### src/rtl/sfc_pkg.sv
// Package: types and constants of the sphere frustum cull unit.
package sfc_pkg;
  localparam int DefPlaneCount = 6;
  localparam int DefFracBits   = 16;
  localparam int MaxPlanes     = 6;

  localparam logic [1:0] FUNC_LOAD  = 2'd0;
  localparam logic [1:0] FUNC_BUILD = 2'd1;
  localparam logic [1:0] FUNC_TEST  = 2'd2;

  typedef struct packed {
    logic [1:0]         func;
    logic [3:0]         element_index;
    logic signed [31:0] element_value;
    logic signed [31:0] center_x;
    logic signed [31:0] center_y;
    logic signed [31:0] center_z;
    logic [30:0]        sphere_radius;
  } sfc_in_t;

  typedef struct packed {
    logic inside_res;
    logic degenerate;
  } sfc_out_t;

  // Divider handshake
  typedef struct packed {
    logic        start;
    logic [63:0] dividend;
    logic [63:0] divisor;
  } sfc_div_req_t;

  typedef struct packed {
    logic        done;
    logic [63:0] quotient;
  } sfc_div_rsp_t;

  // matrix row combined with row 3 for each plane
  function automatic logic [1:0] plane_row(input logic [2:0] p);
    unique case (p)
      3'd0, 3'd1: plane_row = 2'd2;
      3'd2, 3'd3: plane_row = 2'd0;
      default:    plane_row = 2'd1;
    endcase
  endfunction

  function automatic logic plane_sub(input logic [2:0] p);
    plane_sub = p[0];
  endfunction

  function automatic logic signed [31:0] sat32(input logic signed [64:0] v);
    if (v > 65'sd2147483647)       sat32 = 32'sh7fffffff;
    else if (v < -65'sd2147483648) sat32 = 32'sh80000000;
    else                           sat32 = v[31:0];
  endfunction
endpackage

### src/rtl/sfc_divider.sv
// Iterative unsigned 64-bit divider, restoring, one quotient bit per cycle.
module sfc_divider import sfc_pkg::*; (
  input  logic         clk,
  input  logic         rst_n,
  input  sfc_div_req_t req,
  output sfc_div_rsp_t rsp
);
  logic [63:0] rem_r, rem_nxt, quo_r, quo_nxt, dvs_r;
  logic [6:0]  cnt_r, cnt_nxt;
  logic        busy_r, busy_nxt, done_r, done_nxt;
  logic [64:0] trial;

  always_comb begin
    rem_nxt  = rem_r;
    quo_nxt  = quo_r;
    cnt_nxt  = cnt_r;
    busy_nxt = busy_r;
    done_nxt = 1'b0;
    trial    = {rem_r, quo_r[63]};
    if (req.start) begin
      rem_nxt  = '0;
      quo_nxt  = req.dividend;
      cnt_nxt  = 7'd0;
      busy_nxt = 1'b1;
    end else if (busy_r) begin
      if (trial >= {1'b0, dvs_r}) begin
        rem_nxt = 64'(trial - {1'b0, dvs_r});
        quo_nxt = {quo_r[62:0], 1'b1};
      end else begin
        rem_nxt = trial[63:0];
        quo_nxt = {quo_r[62:0], 1'b0};
      end
      cnt_nxt = cnt_r + 7'd1;
      if (cnt_r == 7'd63) begin
        busy_nxt = 1'b0;
        done_nxt = 1'b1;
      end
    end
  end

  always_ff @(posedge clk) begin
    if (!rst_n) begin
      busy_r <= 1'b0;
      done_r <= 1'b0;
      cnt_r  <= '0;
    end else begin
      busy_r <= busy_nxt;
      done_r <= done_nxt;
      cnt_r  <= cnt_nxt;
    end
    rem_r <= rem_nxt;
    quo_r <= quo_nxt;
    if (req.start) dvs_r <= req.divisor;
  end

  assign rsp.done     = done_r;
  assign rsp.quotient = quo_r;
endmodule

### config.mk
export PLATFORM = sky130hd
export DESIGN_NAME = sfc_divider
export DESIGN_NICKNAME = d
export VERILOG_FILES = /design/src/rtl/sfc_pkg.sv /design/src/rtl/sfc_divider.sv
export SDC_FILE = /design/constraint.sdc
export NUM_CORES = 1
export LEC_CHECK = 0
export ABC_AREA = 1
export BUFFER_PORTS_ARGS = -buffer_cell sky130_fd_sc_hd__buf_2
export CORE_ASPECT_RATIO = 1.4
export CORE_MARGIN = 4
export CORE_UTILIZATION = 40
export CTS_CLUSTER_DIAMETER = 60
export DETAILED_ROUTE_END_ITERATION = 8
export GPL_ROUTABILITY_DRIVEN = 0
export GPL_TIMING_DRIVEN = 1
export HOLD_SLACK_MARGIN = 0.02
export PLACE_DENSITY = 0.63
export SKIP_CTS_REPAIR_TIMING = 1
export SYNTH_ARGS = -nofsm -noshare
export SYNTH_HDL_FRONTEND = slang
export SYNTH_SLANG_ARGS = --single-unit
### constraint.sdc
create_clock -name clk -period 4.4 [get_ports clk]
set_input_delay 1.1 -clock clk [delete_from_list [all_inputs] [get_ports clk]]
set_output_delay 1.1 -clock clk [all_outputs]
set_load 0.02 [all_outputs]
* Word level (Yosys, flattened, before mapping)
Cells that the tools add are included.
** Cells by class
- Reduce and logical (&&, ||, !) cells :: 3
- $add $sub $neg :: 2
- Bitwise logic cells :: 2
- Equal/unequal tests :: 1
- Multiplexer cells :: 8
- $lt $le $gt $ge :: 1
** Operators with widths (count)
- $mux W64 :: 3
- $ge A65 B64 Y1 :: 1
- $sub A64 B64 Y64 :: 1
- $add A7 B1 Y7 const B :: 1
- $eq A7 B6 Y1 const B :: 1
- $mux W1 :: 5
- $reduce_or A3 Y1 :: 1
- $not A1 Y1 :: 2
- $reduce_bool A2 Y1 :: 1
- $reduce_or A2 Y1 :: 1
** Storage, ports and cells
- Bits of input ports :: 131
- Output and inout port bits :: 65
- Register bits after elaboration :: 201

* Longest topological paths before layout
- Word-level depth :: 4
- Gate-level depth with buffers :: 19

* Worst setup path before layout
No wires, ideal clock.
- Kind :: input port to flip-flop
- Start point :: input port req[128] (netlist name)
- End point :: register quo_r[0], enable pin
- Cell stages on the path :: 4
- Library setup time :: 0.454 ns
- Arrival :: 3.454 ns
- Path buffers :: 2
- Slack :: 0.492 ns
- Path through :: nor2_1 > inv_1 > clkbuf_1 > clkbuf_1
** On the way
- Cells in the longest elaborated chain, start to end :: 1
** Ends and longest elaborated chain
- from (decl) :: RTL line sfc_divider.sv:5 : input sfc_div_req_t req,
- $reduce_bool A2 Y1 (no source line)
- to (signal assigned) :: RTL line sfc_divider.sv:52 : quo_r <= quo_nxt;
- to (decl) :: RTL line sfc_divider.sv:8 : logic [63:0] rem_r, rem_nxt, quo_r, quo_nxt, dvs_r;
No other way between the ends.
A chain may end at the register's enable or synchronous reset.

* Final worst setup path
- Start point :: register dvs_r[47]
- End point :: register rem_r[46]
** On the way
- Cells in the longest elaborated chain, start to end :: 2
** Ends and longest elaborated chain
- from (decl) :: RTL line sfc_divider.sv:8
- from (signal assigned) :: RTL line sfc_divider.sv:53 : if (req.start) dvs_r <= req.divisor;
- $ge A65 B64 Y1 :: RTL line sfc_divider.sv:26 : if (trial >= {1'b0, dvs_r}) begin
- $mux W64 :: RTL line sfc_divider.sv:26
- to (signal assigned) :: RTL line sfc_divider.sv:51 : rem_r <= rem_nxt;
- to (decl) :: RTL line sfc_divider.sv:8
No other way between the ends.

==> impl_results.md <==
- Vias: about 14,000
- Detail-routed via count per cell: between 4 and 5
- Sequential cell area: 5310 um^2
- CTS Buf Count: 26
- Num ports: 196
- Top cell type's share of synthesized area: 26.6%
- Max-cap viol count: 0
- Die Span Y: approximately 230 um
- Initial DRC Count: slightly above 900
- Area Overhead vs Synth: 15.7%
- Syn_area_per_cell: between 6 and 7 um^2
- RSZ-0062 raised after global routing: no
- CP max stage cell: nand2_4
- Actual slew at the worst max-slew pin: between 1 and 1.5 ns
- Startpoint Class: register
- Pin count of the biggest net entering global routing: 93
- DRC: 0
- Synth Instances: 2,184
- Final setup violation count: 0
- Die Width: 169 um
- Post-Synthesis Net Count: 2,381
- Number of library cell types mapped by synthesis: 39
- Starting Density: between 40% and 50%
- Worst VDD drop: ~0.0003 V
- Sink Count: roughly 200
- Post-synth ARST share: 0%
- Number of global-route vias before repair: between 10,000 and 15,000
- PwrDens: about 300 nW/um^2
- Share of cells above drive strength 1: 13.9%
- Crit end category: register
- CTS HTree Levels: 1
- Total grt overflow: 0
- Core Area: approximately 36,000 um^2
- Area of the multi-input gates: just over 7000 um^2
- WL/cell: approximately 16 um
- Root buf cell: clkbuf_16
- Most used cell, CP: nand2_1
- Final worst-path cycle share: about three quarters
- Crit path max fanout: 64
- LEAKAGE: between 9 and 10 nW
- Setup tns final: 0 ns
- Crit-path cells: inv_1 -> ha_1 -> nand2_2 -> inv_2 -> nand2_1 -> nand2_1 -> a21oi_1 -> nand2_1 -> nand2_1 -> nand2_1 -> nor2_4 -> buf_4 -> nand2_4 -> nand2_1 -> nand3_1 -> nand2_1
- ANT cells: 0
- Worst Skew: between 0.015 and 0.02 ns
- Minimum clock period: about 3.3 ns
- Hold Path Class: register to register
- DRT Pass-1 Iters: 5
- Die area: just under 40,000 um^2
- Antenna Nets Post-Route: 0
- Leading area contributor after synthesis: edfxtp_1
- Fill cell count: 3,774
- HPWL after DPL: around 35,000 um
- Initial antenna violation count: 0
- Status: completed
- Most used DFF post-synth: edfxtp_1
- CTS clk-pin slew, worst paths: ~0.070 ns
- Final Hold Viols: 0
- First-pass GRT wire length: slightly above 70,000 um
- Yosys warning count: 0
- Crit path DAT: between 3 and 4 ns
- CTS max path bufs: 3
- CP Class: register to register
- Final #Nets: 2,566
- Peak Freq: around 0.31 GHz
- Ranking of synthesized cells by area: edfxtp_1 27%, nand2_1 23%, inv_1 11%
- Cell Rows: 82
- Worst path required time: between 4 and 5 ns
- Slew headroom: about a fifth
- Port bufs: 195
- CP peak stage delay: 0.50 ns
- Slew Viols, Final: 0
- Mapped Area: around 14,000 um^2
- Cell Count, Final, Fillers Out: between 2,000 and 3,000
- DP Cell Count: about 2,800
- FF+latch count, synth: 201
- Overall Global Routing Usage: between 20 and 25%
- Routed WL: roughly 44,000 um
- Register area share after synthesis: a little under two fifths
- CTS tree: built
- EDFF count, synth: about 130
- Clk Latency, worst-skew pair: between 0.5 and 0.6 ns
[per-stage QoR]
step | power (mW) | worst slack [ns] | hold WS, ns | cell area, um^2 | util (%)
after floorplan | 2.62 | 0.492 | 0.444 | 14500 | -
after CTS | 5.14 | 1.20 | 0.472 | 16700 | 46.8
after global routing | 5.31 | 0.898 | 0.491 | 16700 | 46.8
final | 5.08 | 1.15 | 0.469 | 16700 | 46.8
after global placement | 2.87 | 1.24 | 0.456 | 15800 | 44.3
after detailed placement | 2.88 | 1.22 | 0.460 | 15800 | 44.3
[layout by cell type, fill, tap and decap left out, drive strengths merged]
| master | netlist | layout |
|---|---|---|
| xnor2 | 28 | 28 |
| o211ai | 1 | 1 |
| nor4 | 1 | 1 |
| ha | 65 | 65 |
| nand3 | 153 | 153 |
| a31oi | 1 | 1 |
| nand2 | 927 | 927 |
| bufinv | 0 | 2 |
| edfxtp | 128 | 128 |
| a21o | 2 | 2 |
| fa | 1 | 1 |
| nor2 | 127 | 127 |
| inv | 445 | 452 |
| nor3b | 2 | 2 |
| dfxtp | 73 | 73 |
| and2 | 2 | 2 |
| clkinvlp | 0 | 2 |
| or2 | 1 | 1 |
| o21bai | 10 | 10 |
| and3 | 1 | 1 |
| buf | 33 | 205 |
| clkinv | 1 | 8 |
| o21ai | 40 | 40 |
| a21oi | 51 | 51 |
| clkbuf | 15 | 30 |
| nand3b | 35 | 35 |
| nor3 | 22 | 22 |
| xor2 | 3 | 3 |
| nand4 | 16 | 16 |
[final timing paths]
path / end / from / depth (start not counted) / slack (ns)
min: rem_r[53] / rem_r[53] / 2 / 0.47
min reg2reg: rem_r[53] / rem_r[53] / 2 / 0.47
max: rem_r[46] / dvs_r[47] / 16 / 1.15
max reg2reg: rem_r[46] / dvs_r[47] / 16 / 1.15
[area by class of cell]
type,count,area share [%]
Tap cell,462,3.46
Sequential cell,201,31.7
Clock buffer,30,4.35
Timing Repair Buffer,205,6.30
Multi-Input combinational cell,1489,43.0
Inverter,446,10.0
Clock inverter,18,1.19
[metal layers]
layer	track usage [%]	up-vias	part of all wire [%]
met4	12.2	0	6.1
met5	0	-	0
met2	41.0	449	49
met3	5.01	135	7.1
li1	-	7030	-
met1	24.0	6056	38
[synthesized netlist by cell type (2+ instances only)]
cell,count
nand2_1,900
inv_1,437
nand3_1,144
edfxtp_1,128
nor2_1,101
dfxtp_1,73
ha_1,65
a21oi_1,49
nand3b_1,35
xnor2_1,28
nand2_2,24
nor3_1,22
o21ai_0,20
o21ai_1,20
nand4_1,16
clkbuf_1,15
nor2_2,14
buf_6,12
nor2_4,12
buf_1,9
nand3_2,9
o21bai_1,9
buf_2,8
inv_2,8
buf_4,4
nand2_4,3
xor2_1,3
a21o_1,2
a21oi_2,2
and2_1,2
nor3b_1,2
[worst max-delay path, delay by kind of cell, from the launching register on]
kind,cells,cell delay [ns]
AOI/OAI and AO/OA,1,0.26
adders and majority gates,1,0.36
buffers and inverters,3,0.48
DFF,1,0.32
and+or+nand+nor,11,1.72
[cells by family after synthesis]
group,count (synthesis),share of synthesized area [%]
AOI/OAI and AO/OA,105,4.00
buffers and inverters,494,13.6
DFF,201,36.7
xor gates and xnor gates,31,1.88
and+or+nand+nor,1287,38.0
adders and majority gates,66,5.77
[power breakdown]
| part | internal [mW] | switching (mW) | total (mW) |
|---|---|---|---|
| Sequential | 2.14 | 0.0538 | 2.19 |
| Clock | 1.33 | 0.917 | 2.25 |
| Combinational | 0.209 | 0.429 | 0.638 |
| Total | 3.68 | 1.40 | 5.08 |
[sequential cells by signal, summed over array words and instances (netlist names)]
signal / flops
dvs_r: 64
quo_r: 64
rem_r: 64
cnt_r: 7
busy_r: 1
done_r: 1
No activity file was read; power rests on OpenSTA's default activity.
